**src/rtl/swlc_pkg.sv**
```systemverilog
// ----------------------------------------------------------------------------
// swlc_pkg
// Shared types, codes and defaults of the write-back lru word cache.
// ----------------------------------------------------------------------------
package swlc_pkg;

    // default sizes
    localparam int DEF_TOTAL_BLOCKS    = 256;
    localparam int DEF_MAX_BLOCK_WORDS = 256;
    localparam int DEF_MEMORY_WORDS    = 65536;

    // request commands
    localparam logic [1:0] CMD_LOAD    = 2'd0;
    localparam logic [1:0] CMD_STORE   = 2'd1;
    localparam logic [1:0] CMD_PRELOAD = 2'd2;

    // configuration register indexes
    localparam logic [1:0] CFG_BLOCK_WORDS_LOG2 = 2'd0;
    localparam logic [1:0] CFG_SETS_LOG2        = 2'd1;
    localparam logic [1:0] CFG_WAYS             = 2'd2;

    // transfer record actions
    typedef enum logic [2:0] {
        ACT_TO_CPU    = 3'd0,
        ACT_FROM_CPU  = 3'd1,
        ACT_FILL      = 3'd2,
        ACT_WRITEBACK = 3'd3,
        ACT_EVICT     = 3'd4
    } action_t;

    typedef struct packed {
        logic [1:0]         command;
        logic [15:0]        address;
        logic signed [31:0] write_data;
    } req_t;

    typedef struct packed {
        logic [2:0]         action;
        logic [15:0]        first_address;
        logic [15:0]        last_address;
        logic signed [31:0] read_data;
        logic               last_record;
    } rsp_t;

    typedef enum logic [3:0] {
        ST_CLEAR,
        ST_IDLE,
        ST_SCAN,
        ST_DECIDE,
        ST_WB_REC,
        ST_WB_COPY,
        ST_EVICT_REC,
        ST_FILL_REC,
        ST_FILL_COPY,
        ST_PROC_READ,
        ST_PROC_REC
    } state_t;

    // controller to datapath commands
    typedef struct packed {
        logic    take;
        logic    clr_step;
        logic    scan;
        logic    cnt_clr;
        logic    wb_copy;
        logic    fill_copy;
        logic    proc_read;
        logic    emit;
        action_t action;
    } ctl_t;

    // datapath to controller status
    typedef struct packed {
        logic clr_last;
        logic scan_last;
        logic copy_last;
        logic hit_found;
        logic victim_valid;
        logic victim_dirty;
        logic out_free;
        logic is_load;
    } status_t;

endpackage

```
**src/rtl/swlc_ctrl.sv**
```systemverilog
// ----------------------------------------------------------------------------
// swlc_ctrl
// Sequencer: memory clear, way scan, write-back, fill and processor transfer.
// ----------------------------------------------------------------------------
module swlc_ctrl
    import swlc_pkg::*;
(
    input  logic       clk,
    input  logic       rst_n,
    input  logic       in_valid,
    input  logic [1:0] in_command,
    input  status_t    status,
    output ctl_t       ctl,
    output logic       in_stall
);

    state_t state_reg;
    state_t state_next;

    // state register
    always_ff @(posedge clk or negedge rst_n)
    begin
        if (!rst_n)
        begin
            state_reg <= ST_CLEAR;
        end
        else
        begin
            state_reg <= state_next;
        end
    end

    // next state
    always_comb
    begin
        state_next = state_reg;
        unique case (state_reg)
            ST_CLEAR:
            begin
                if (status.clr_last)
                begin
                    state_next = ST_IDLE;
                end
            end
            ST_IDLE:
            begin
                if (in_valid && (in_command == CMD_LOAD || in_command == CMD_STORE))
                begin
                    state_next = ST_SCAN;
                end
            end
            ST_SCAN:
            begin
                if (status.scan_last)
                begin
                    state_next = ST_DECIDE;
                end
            end
            ST_DECIDE:
            begin
                if (status.hit_found)
                begin
                    state_next = status.is_load ? ST_PROC_READ : ST_PROC_REC;
                end
                else if (status.victim_valid && status.victim_dirty)
                begin
                    state_next = ST_WB_REC;
                end
                else if (status.victim_valid)
                begin
                    state_next = ST_EVICT_REC;
                end
                else
                begin
                    state_next = ST_FILL_REC;
                end
            end
            ST_WB_REC:
            begin
                if (status.out_free)
                begin
                    state_next = ST_WB_COPY;
                end
            end
            ST_WB_COPY:
            begin
                if (status.copy_last)
                begin
                    state_next = ST_FILL_REC;
                end
            end
            ST_EVICT_REC:
            begin
                if (status.out_free)
                begin
                    state_next = ST_FILL_REC;
                end
            end
            ST_FILL_REC:
            begin
                if (status.out_free)
                begin
                    state_next = ST_FILL_COPY;
                end
            end
            ST_FILL_COPY:
            begin
                if (status.copy_last)
                begin
                    state_next = status.is_load ? ST_PROC_READ : ST_PROC_REC;
                end
            end
            ST_PROC_READ:
            begin
                state_next = ST_PROC_REC;
            end
            ST_PROC_REC:
            begin
                if (status.out_free)
                begin
                    state_next = ST_IDLE;
                end
            end
            default:
            begin
                state_next = ST_IDLE;
            end
        endcase
    end

    // command outputs
    always_comb
    begin
        ctl        = '0;
        ctl.action = ACT_TO_CPU;
        in_stall   = 1'b1;
        unique case (state_reg)
            ST_CLEAR:
            begin
                ctl.clr_step = 1'b1;
            end
            ST_IDLE:
            begin
                in_stall = 1'b0;
                ctl.take = in_valid;
            end
            ST_SCAN:
            begin
                ctl.scan = 1'b1;
            end
            ST_DECIDE:
            begin
                ctl.cnt_clr = 1'b1;
            end
            ST_WB_REC:
            begin
                ctl.cnt_clr = 1'b1;
                ctl.emit    = 1'b1;
                ctl.action  = ACT_WRITEBACK;
            end
            ST_WB_COPY:
            begin
                ctl.wb_copy = 1'b1;
            end
            ST_EVICT_REC:
            begin
                ctl.emit   = 1'b1;
                ctl.action = ACT_EVICT;
            end
            ST_FILL_REC:
            begin
                ctl.cnt_clr = 1'b1;
                ctl.emit    = 1'b1;
                ctl.action  = ACT_FILL;
            end
            ST_FILL_COPY:
            begin
                ctl.fill_copy = 1'b1;
            end
            ST_PROC_READ:
            begin
                ctl.proc_read = 1'b1;
            end
            ST_PROC_REC:
            begin
                ctl.emit   = 1'b1;
                ctl.action = status.is_load ? ACT_TO_CPU : ACT_FROM_CPU;
            end
            default:
            begin
                ctl = '0;
            end
        endcase
    end

endmodule

```
**config.mk**
```make
export PLATFORM = sky130hd
export DESIGN_NAME = swlc_ctrl
export DESIGN_NICKNAME = d
export VERILOG_FILES = /design/src/rtl/swlc_pkg.sv /design/src/rtl/swlc_ctrl.sv
export SDC_FILE = /design/constraint.sdc
export NUM_CORES = 1
export LEC_CHECK = 0
export BUFFER_PORTS_ARGS = -buffer_cell sky130_fd_sc_hd__buf_2
export CAP_MARGIN = 10
export CORE_AREA = 2 2 39 41
export DETAILED_ROUTE_END_ITERATION = 7
export DIE_AREA = 0 0 41 43
export PLACE_DENSITY = 0.81
export SYNTH_ARGS = -nofsm -noshare
export SYNTH_HDL_FRONTEND = slang
export SYNTH_SLANG_ARGS = --single-unit
```
**constraint.sdc**
```tcl
create_clock -name clk -period 1.65 [get_ports clk]
set_clock_uncertainty 0.1 [all_clocks]
set_input_delay 0.0825 -clock clk [delete_from_list [all_inputs] [get_ports clk]]
set_output_delay 0.0825 -clock clk [all_outputs]
set_load 0.05 [all_outputs]
```
Yosys cells after proc, flatten, opt, wreduce, memory -nomap -nowiden. Index checks and enable logic that the tools add are counted.

Register bits after elaboration: 4. Word-level logic and storage cells: 52. Output and inout port bits: 12.

Eq/ne operators: 20. Reduce and logical (&&, ||, !) cells: 7. Mux-type cells: 24.

Operators by type and width (number): $pmux 4 s11 (1); $mux 4 (10); $ne 2x2->1 const B (9); $eq 4x3->1 const B (4); $pmux 4 s4 (1); $eq 4x4->1 const B (3); $mux 1 (10); $reduce_and 9->1 (1); $eq 4x2->1 const B (2); $eq 4x1->1 const B (1); $logic_not 4->1 (1); $mux 2 (2); $reduce_or 3->1 (1); $eq 2x1->1 const B (1); $logic_and 1x1->1 (2); $logic_not 2->1 (1); $logic_or 1x1->1 (1).

Longest topological paths before layout. Gate-level depths: netlist (run 1).

Word-level depth: 5. Gate-level depth with buffers: 6. Mapped depth without buffers: 5.

Least setup slack after synthesis (run 1). No wires, ideal clock.

Kind: register -> output. From: reg state_reg[1]. To: out ctl[9] in the netlist's numbering. Cell stages (with the launch flop): 4. Data required time: 1.467 ns. Path slack: -0.726 ns. Buffers on the path: 2. Arrival: 2.194 ns. Path through: dfrtp_1 -> buf_6 -> clkbuf_1 -> nor4_1.

RTL lines: start, declared (line swlc_ctrl.sv:17) `state_t state_reg;`; start signal, assigned (line swlc_ctrl.sv:29) `state_reg <= state_next;`; end, declared (line swlc_ctrl.sv:13) `output ctl_t ctl,`.

Worst setup path after layout (run 1).
From: reg state_reg[1]. To: reg state_reg[1].

Cells in the longest elaborated chain, start to end: 3. Elaborated cells on any way between the ends: 22. Classes of those cells: eq/ne: 19; mux: 1; reduce/logical: 2.

Ends and longest elaborated chain: $eq 4x1->1 (tied with other cells) (line swlc_ctrl.sv:37) `unique case (state_reg)`; $ne 2x2->1 (no source line); $reduce_and 9->1 (no source line).

Several ways; a longest one is shown, not always the timed one. A chain may end at the register's enable or synchronous reset.

==> results of run 1 <==
## worst max path at each step
stage                   end  cells after the start
2_1_floorplan        ctl[9]                      3
3_3_place_gp   state_reg[1]                      5
3_5_place_dp   state_reg[1]                      5
4_1_cts        state_reg[1]                      5
5_1_grt        state_reg[1]                      5
6_report       state_reg[1]                      5
## power by group
part,internal [mW],switching (mW)
clock,0.0818,0.0474
sequential,0.152,0.0532
combinational,0.762,1.02
## what timing repair did
item,in CTS,in global routing
hold buffers,1,0
setup endpoints to repair,12,13
cloned,0,0
endpoints found under the hold margin,4,0
resized for setup,15,14
pin swaps,2,0
buffers inserted,1,0
## cell families (layout without fill, tap and decap cells)
logic type / count (synthesis) / after routing
buffers and inverters: 10 / 45
multiplexers: 3 / 3
AND/OR/NAND/NOR: 29 / 29
AO/OA/AOI/OAI: 21 / 21
flip-flops: 4 / 4
## cell usage after synthesis, types with 2 or more instances
cell	count	area, um^2
and3_1	2	12.5
nand2b_1	3	18.8
clkbuf_1	2	7.51
nand2_1	6	22.5
inv_1	5	18.8
dfrtp_1	4	100
nor3_1	4	20.0
buf_2	2	10.0
o21ai_0	4	20.0
nor2_1	10	37.5
a21oi_1	4	20.0
a211o_1	2	17.5
## layer usage
| metal | routed length [um] | share of wire (%) |
|---|---|---|
| met1 | 564 | 40 |
| met2 | 738 | 53 |
| met3 | 98 | 7.0 |
| met4 | 0 | 0 |
| met5 | 0 | 0 |
## final cells by class
cell class	count	area [um^2]	share of cell area, %
Inverter	5	18.8	2.18
Timing Repair Buffer	37	272	31.6
Sequential cell	4	101	11.8
Tap cell	16	20.0	2.33
Multi-Input combinational cell	53	425	49.5
Clock buffer	3	22.5	2.62
## per-stage QoR
stage	hold slack, ps	TNS [ps]	power [mW]
3_3_place_gp	-210	-187	1.74
5_1_grt	96.7	-468	2.28
2_1_floorplan	-313	-381	1.37
3_5_place_dp	-207	-319	1.77
6_report	69.5	-216	2.12
4_1_cts	59.2	-222	2.05
==> out/qor.txt, run 1 <==
status: finished with violations
failing checks: negative setup slack
initial cell density of the core: 35.9%
first-pass GRT wire length: 2.32 mm
Syn Nets: 80
Slew @ Worst Pin: 289 ps
vias in the first global route: 577
Worst path max stage delay: 430 ps
Post-Synth Simple-Gate Area: 27.5%
CTS tree: done
reg-to-reg startpoint: state_reg[1]
GR Overflow Total: 0
area delta synth->final: 73.0%
grt met2 use: 32.5%
Worst Reg-to-Reg Cells: 5
gpl congestion: 0.746
port buffer count: 23
Root Buffer: clkbuf_4
antenna fix cells: 0
Hold Fails Final Rpt: 0
# placed instances: 113
Ys Warns: 0
Cell Pwr Density: 2470 mW/mm^2
Via-to-Cell Ratio: 5.19
DIE AREA: 0.00176 mm^2
die height: 43 um
Bufs and invs on worst path: 0
Startpoint Class: register
Compound-Gate Fraction of Synth Area: 35.5%
unrepaired setup endpoints after global routing: true
pre-CTS WS: -121 ps
Mean Syn Cell Area: 7.41 um^2
Critical Path End Type: register
final setup fails: 3
Worst Slack Setup Final: -110 ps
Setup crit start: state_reg[1]
busiest grt layer: met2
Layout Nets: 117
met3 usage: 9.42%
Die Wd: 41 um
Period Utilization, post-route: 107%
DRC errors left: 0
Ports: 25
Max Clk Rate: 568 MHz
leakage: 0.406 nW
DRT Wirelength: 1.40 mm
worst vdd ir: 1.30 mV
CP max FO: 5
met1 global-route usage: 21.8%
slowest CP cell: dfrtp_2
cell family with most CP delay: compound AO/OA/AOI/OAI gates
initial antenna violation count: 0
max reg flops: 4
EDFF count, synth: 0
fin crit period: 1760 ps
Async S/R FF share, synth: 100%
H-Tree Depth: 1
Hold Crit Class: primary input to async pin
largest family of logic cells by synthesized area: compound AO/OA/AOI/OAI gates
max-cap violation count: 0
Core Util, Final: 62.1%
GRT Util Overall: 19.3%
Adder-Cell Fraction of Synth Area: 0%
Max transition margin: 80.7%
post-synthesis xor/xnor area fraction: 0%
First DRT Iteration DRCs: 7
flop2flop setup slack: -110 ps
Post-Syn Instances: 67
DR WL/cell: 11.9 um
Core Region: 0.00138 mm^2
total CTS buffers: 3
number of vias in the routed layout: 613
final antenna-violating net count: 0
sequential share of the synthesized area: 20.2%
Layout Cells excl Fill: 118
most frequent cells in the layout: buf_2 (14), buf_4 (14), nor2_1 (9)
Crit Reg-Reg Endpoint: state_reg[1]
Worst EP required: 1680 ps
Post-DP HPWL: 1.08 mm
CTS clk-pin slew, worst paths: 40 ps
distinct cell type count after synthesis: 31
Worst EP arrival: 1790 ps
Setup CP Type: register to register
Top FF cell, synth: dfrtp_1
Placed Area: 737 um^2
post-route cell area: 860 um^2
share of layout cells above drive strength 1: 60.8%
synthesis-stage register bit count: 4
drt first pass iters: 4
post-synthesis cell area: 497 um^2
Sink Count: 4
critical path cell sequence: mux2_4 > o22a_1 > o221ai_4 > o21ai_2 > a221o_1
Fill cells: 119
clk_lat worst skew: 250 ps
largest net degree at the start of global routing: 15
cell row count: 14
Max clock buf depth: 2
mux share of post-synthesis cell area: 7.30%
Final Max Slew Viols: 0
(Power assumes the default switching activity.)
==> inputs of run 2 (changes only) <==
--- a/config.mk
+++ b/config.mk
@@ -10,2 +10,3 @@
 export CORE_AREA = 2 2 39 41
+export CTS_CLUSTER_DIAMETER = 200
 export DETAILED_ROUTE_END_ITERATION = 7
==> constraint.sdc (replaced) <==
create_clock -name clk -period 1.65 [get_ports clk]
set_clock_uncertainty 0.1 [all_clocks]
set_input_delay 0.33 -clock clk [delete_from_list [all_inputs] [get_ports clk]]
set_output_delay 0.33 -clock clk [all_outputs]
set_load 0.05 [all_outputs]
==> out/qor.txt, run 2 (synthesis results as in run 1) <==
status: finished with violations
failing checks: negative setup slack
Bufs and invs on worst path: 1 (+1)
Worst EP arrival: 1970 ps (+180 ps)
CTS clk-pin slew, worst paths: 40 ps (about the same)
critical path cell sequence: buf_6 > mux2i_1 > a32oi_2 > o221ai_4 > a2111oi_2 > a221o_1
Worst EP required: 1720 ps (+40 ps)
DR WL/cell: 20.6 um (+73%)
H-Tree Depth: 1 (unchanged)
total CTS buffers: 3 (unchanged)
max reg flops: 4 (unchanged)
leakage: 0.555 nW (+37%)
initial antenna violation count: 0 (unchanged)
drt first pass iters: 4 (unchanged)
Final Max Slew Viols: 0 (unchanged)
Critical Path End Type: register
Post-DP HPWL: 1.25 mm (+15%)
# placed instances: 123 (+8.8%)
GRT Util Overall: 26.6% (+7.3 points)
post-route cell area: 0.00121 mm^2 (+41%)
largest net degree at the start of global routing: 10 (-5)
Root Buffer: clkbuf_4
antenna fix cells: 0 (unchanged)
area delta synth->final: 144%
Layout Cells excl Fill: 138 (+17%)
Hold Crit Class: primary input to async pin
port buffer count: 23 (unchanged)
slowest CP cell: dfrtp_2
Slew @ Worst Pin: 387 ps (+98.4 ps)
vias in the first global route: 754 (+31%)
cell row count: 14 (unchanged)
most frequent cells in the layout: buf_6 (21), buf_4 (21), buf_2 (11)
share of layout cells above drive strength 1: 77.0% (+16 points)
DRC errors left: 0 (unchanged)
clk_lat worst skew: 240 ps (about the same)
First DRT Iteration DRCs: 32 (+25)
max-cap violation count: 0 (unchanged)
initial cell density of the core: 35.9% (unchanged)
Startpoint Class: register
pre-CTS WS: -165 ps (-44.2 ps)
CTS tree: done
Ports: 25 (unchanged)
GR Overflow Total: 0 (unchanged)
gpl congestion: 0.730 (-2.2%)
DRT Wirelength: 2.84 mm (+100%)
Period Utilization, post-route: 115% (+8.6 points)
Sink Count: 4 (unchanged)
Max clock buf depth: 2 (unchanged)
Cell Pwr Density: 2500 mW/mm^2 (+1.5%)
fin crit period: 1900 ps (+142 ps)
first-pass GRT wire length: 3.18 mm (+37%)
Core Util, Final: 87.6% (+25 points)
flop2flop setup slack: -250 ps (-140 ps)
Core Region: 0.00138 mm^2 (unchanged)
total power: 3.04 mW (+43%)
Die Wd: 41 um (unchanged)
Fill cells: 59 (-50%)
Worst Slack Setup Final: -252 ps (-142 ps)
Via-to-Cell Ratio: 5.96 (+15%)
unrepaired setup endpoints after global routing: true
Layout Nets: 137 (+17%)
Max transition margin: 73.9% (-6.8 points)
number of vias in the routed layout: 822 (+34%)
Worst path max stage delay: 450 ps (+20 ps)
DIE AREA: 0.00176 mm^2 (unchanged)
final setup fails: 16 (+13)
Max Clk Rate: 526 MHz (-7.5%)
worst vdd ir: 1.64 mV (+25%)
die height: 43 um (unchanged)
Placed Area: 850 um^2 (+15%)
Hold Fails Final Rpt: 0 (unchanged)
cell family with most CP delay: compound AO/OA/AOI/OAI gates
final antenna-violating net count: 0 (unchanged)
Setup CP Type: register to register
CP max FO: 5 (unchanged)
run 2: cell types whose count changed in the layout (fill, tap and decap cells not counted), sizes merged:
cell	previous run	this run
buf	35	56
clkbuf	4	3
run 2: final timing paths:
path                              startpoint            to  cells after the start
worst max-delay path            state_reg[1]  state_reg[1]                      6
worst min register to register  state_reg[3]  state_reg[3]                      2
max in group asynchronous              rst_n  state_reg[2]                      2
min in group clk                   status[4]  state_reg[3]                      3
worst min-delay path                   rst_n  state_reg[1]                      2
worst max register to register  state_reg[1]  state_reg[1]                      6
run 2: stage by stage:
step / TNS [ps] / hold slack, ps
detailed placement: -825 / 34.8
global route: -3050 / 332
CTS: -1500 / 325
finish: -2370 / 335
global placement: -481 / 34.9
floorplan: -871 / -65.6
run 2: metal layers:
layer / track usage, % / vias up / routed length (um) / part of all wire [%]
met5: 0 / - / 0 / 0
met4: 14.7 / 0 / 134 / 4.7
met3: 3.14 / 14 / 196 / 6.9
met2: 46.6 / 58 / 1460 / 51
met1: 28.2 / 395 / 1050 / 37
li1: - / 355 / - / -
run 2: repair_timing:
item	4_1_cts	5_1_grt
pin swaps	7	5
setup endpoints to repair	16	16
hold buffers	1	0
endpoints found under the hold margin	4	0
resized for setup	50	19
setup buffers	6	5
run 2: report_power, final:
group,leakage [nW],internal [mW],switching [mW],total [mW]
Combinational,0.497,1.23,1.43,2.66
Sequential,0.0445,0.156,0.0945,0.250
Clock,0.0138,0.0814,0.0410,0.122
Total,0.555,1.47,1.57,3.04
run 2: area by class of cell:
cell class	instances	area [um^2]	share of cell area, %
Clock buffer	3	22.5	1.86
Inverter	5	18.8	1.55
Multi-Input combinational cell	53	543	44.8
Sequential cell	4	104	8.57
Tap cell	16	20.0	1.65
Timing Repair Buffer	57	504	41.6
==> inputs of run 3 (changes only) <==
Settings changed: MAX_ROUTING_LAYER set to met4, PLACE_DENSITY 0.81 to 0.69.
==> out/qor.txt, run 3 (synthesis results as in run 1) <==
status: finished with violations
failing checks: negative setup slack
Layout Nets: 141 (+2.9%)
first-pass GRT wire length: 3.59 mm (+13%)
Critical Path End Type: output port
H-Tree Depth: 1 (unchanged)
Fill cells: 50 (-15%)
DRT Wirelength: 2.60 mm (-8.3%)
Post-DP HPWL: 1.25 mm (+0.18%)
Switching Share: 49.6% (-2.0 points)
number of vias in the routed layout: 796 (-3.2%)
post-route cell area: 0.00126 mm^2 (+3.7%)
critical path cell sequence: nand2b_1 > nor2_1 > a21oi_1 > nor2_2 > buf_6
final setup fails: 16 (unchanged)
Hold Crit Class: primary input to async pin
Worst path max stage delay: 450 ps (about the same)
leakage: 0.574 nW (+3.4%)
gpl congestion: 0.818 (+12%)
Slew @ Worst Pin: 288 ps (-99.5 ps)
CP max FO: 5 (unchanged)
Clock Power Share: 3.8% (-0.2 points)
largest net degree at the start of global routing: 7 (-3)
most frequent cells in the layout: buf_4 (23), buf_6 (20), buf_2 (11)
Max Clk Rate: 530 MHz (+0.88%)
Internal Power: 1.56 mW (+6.4%)
Worst EP required: 1220 ps (-500 ps)
cell family with most CP delay: simple AND/OR/NAND/NOR gates
Max clock buf depth: 2 (unchanged)
Psw: 1.54 mW (-1.9%)
DRC errors left: 0 (unchanged)
Period Utilization, post-route: 114% (-1.0 points)
CTS clk-pin slew, worst paths: 40 ps (about the same)
total power: 3.10 mW (+2.1%)
DR WL/cell: 18.3 um (-11%)
Max transition margin: 80.8% (+6.9 points)
cell row count: 14 (unchanged)
share of layout cells above drive strength 1: 76.2% (-0.86 points)
worst vdd ir: 1.59 mV (-2.6%)
Logic pwr share: 88.3% (+0.6 points)
max-cap violation count: 0 (unchanged)
Root Buffer: clkbuf_4
Core Region: 0.00138 mm^2 (unchanged)
GRT Util Overall: 30.5% (+3.9 points)
Worst Slack Setup Final: -236 ps (+16.6 ps)
Placed Area: 872 um^2 (+2.7%)
vias in the first global route: 809 (+7.3%)
Worst EP arrival: 1460 ps (-510 ps)
Bufs and invs on worst path: 1 (unchanged)
DIE AREA: 0.00176 mm^2 (unchanged)
GR Overflow Total: 0 (unchanged)
Sink Count: 4 (unchanged)
final antenna-violating net count: 0 (unchanged)
total CTS buffers: 3 (unchanged)
CTS tree: done
Ports: 25 (unchanged)
port buffer count: 23 (unchanged)
max reg flops: 4 (unchanged)
Via-to-Cell Ratio: 5.61 (-5.9%)
fin crit period: 1890 ps (-16.6 ps)
Core Util, Final: 90.9% (+3.3 points)
Die Wd: 41 um (unchanged)
slowest CP cell: dfrtp_2
Hold Fails Final Rpt: 0 (unchanged)
Cell Pwr Density: 2470 mW/mm^2 (-1.5%)
area delta synth->final: 153%
clk_lat worst skew: 230 ps (about the same)
initial antenna violation count: 0 (unchanged)
First DRT Iteration DRCs: 16 (-50%)
register area: 104 um^2 (unchanged)
# placed instances: 126 (+2.4%)
die height: 43 um (unchanged)
Setup CP Type: register to output port
initial cell density of the core: 35.9% (unchanged)
Multi-input gate area: 534 um^2 (-1.6%)
most common cell after layout, fill and taps aside: buf_4
Layout Cells excl Fill: 142 (+2.9%)
drt first pass iters: 4 (unchanged)
unrepaired setup endpoints after global routing: true
Final Max Slew Viols: 0 (unchanged)
Sequential Power Share: 7.9% (-0.3 points)
Startpoint Class: register
antenna fix cells: 0 (unchanged)
[run 3: final timing paths]
| path | start | to | slack, ps | cells past startpoint |
|---|---|---|---|---|
| min | rst_n | state_reg[3] | 370 | 2 |
| min reg2reg | state_reg[0] | state_reg[0] | 790 | 3 |
| max in group asynchronous | rst_n | state_reg[2] | 950 | 2 |
| max reg2reg | state_reg[1] | state_reg[1] | -170 | 5 |
| max | state_reg[2] | ctl[0] | -240 | 5 |
| min in group clk | status[4] | state_reg[3] | 440 | 3 |
[run 3: layout make-up]
class / count / area share, %
tap: 16 / 1.59
sequential: 4 / 8.26
multi-input combinational: 53 / 42.5
inverter: 5 / 1.49
timing repair buffer: 61 / 44.4
clock buffer: 3 / 1.79
[run 3: per-stage QoR]
step	setup slack, ps	TNS, ps	hold WS [ps]
detailed placement	-146	-599	36.0
floorplan	-159	-871	-65.6
global placement	-154	-494	35.7
global route	-259	-2680	370
finish	-236	-2010	373
CTS	-140	-1440	335
[run 3: repair_timing]
item / CTS / global route
buffers inserted: 5 / 7
gates cloned: 0 / 0
endpoints found under the hold margin: 4 / 0
gates resized for setup: 60 / 9
endpoints found under the setup margin: 16 / 16
hold buffers: 1 / 0
pin swaps: 8 / 3
[run 3: metal layers]
| metal | global-route usage [%] | up-vias | routed length, um |
|---|---|---|---|
| li1 | - | 365 | - |
| met1 | 33.9 | 380 | 914 |
| met2 | 53.8 | 45 | 1460 |
| met3 | 3.14 | 6 | 165 |
| met4 | 8.67 | 0 | 59 |
| met5 | - | - | 0 |
[run 3: power groups by stage]
stage / Combinational (mW) / Sequential (mW) / Clock [mW]
floorplan: 1.29 / 0.179 / 0
global placement: 1.81 / 0.208 / 0
detailed placement: 1.85 / 0.210 / 0
CTS: 2.42 / 0.232 / 0.121
global route: 2.86 / 0.251 / 0.129
finish: 2.74 / 0.245 / 0.117
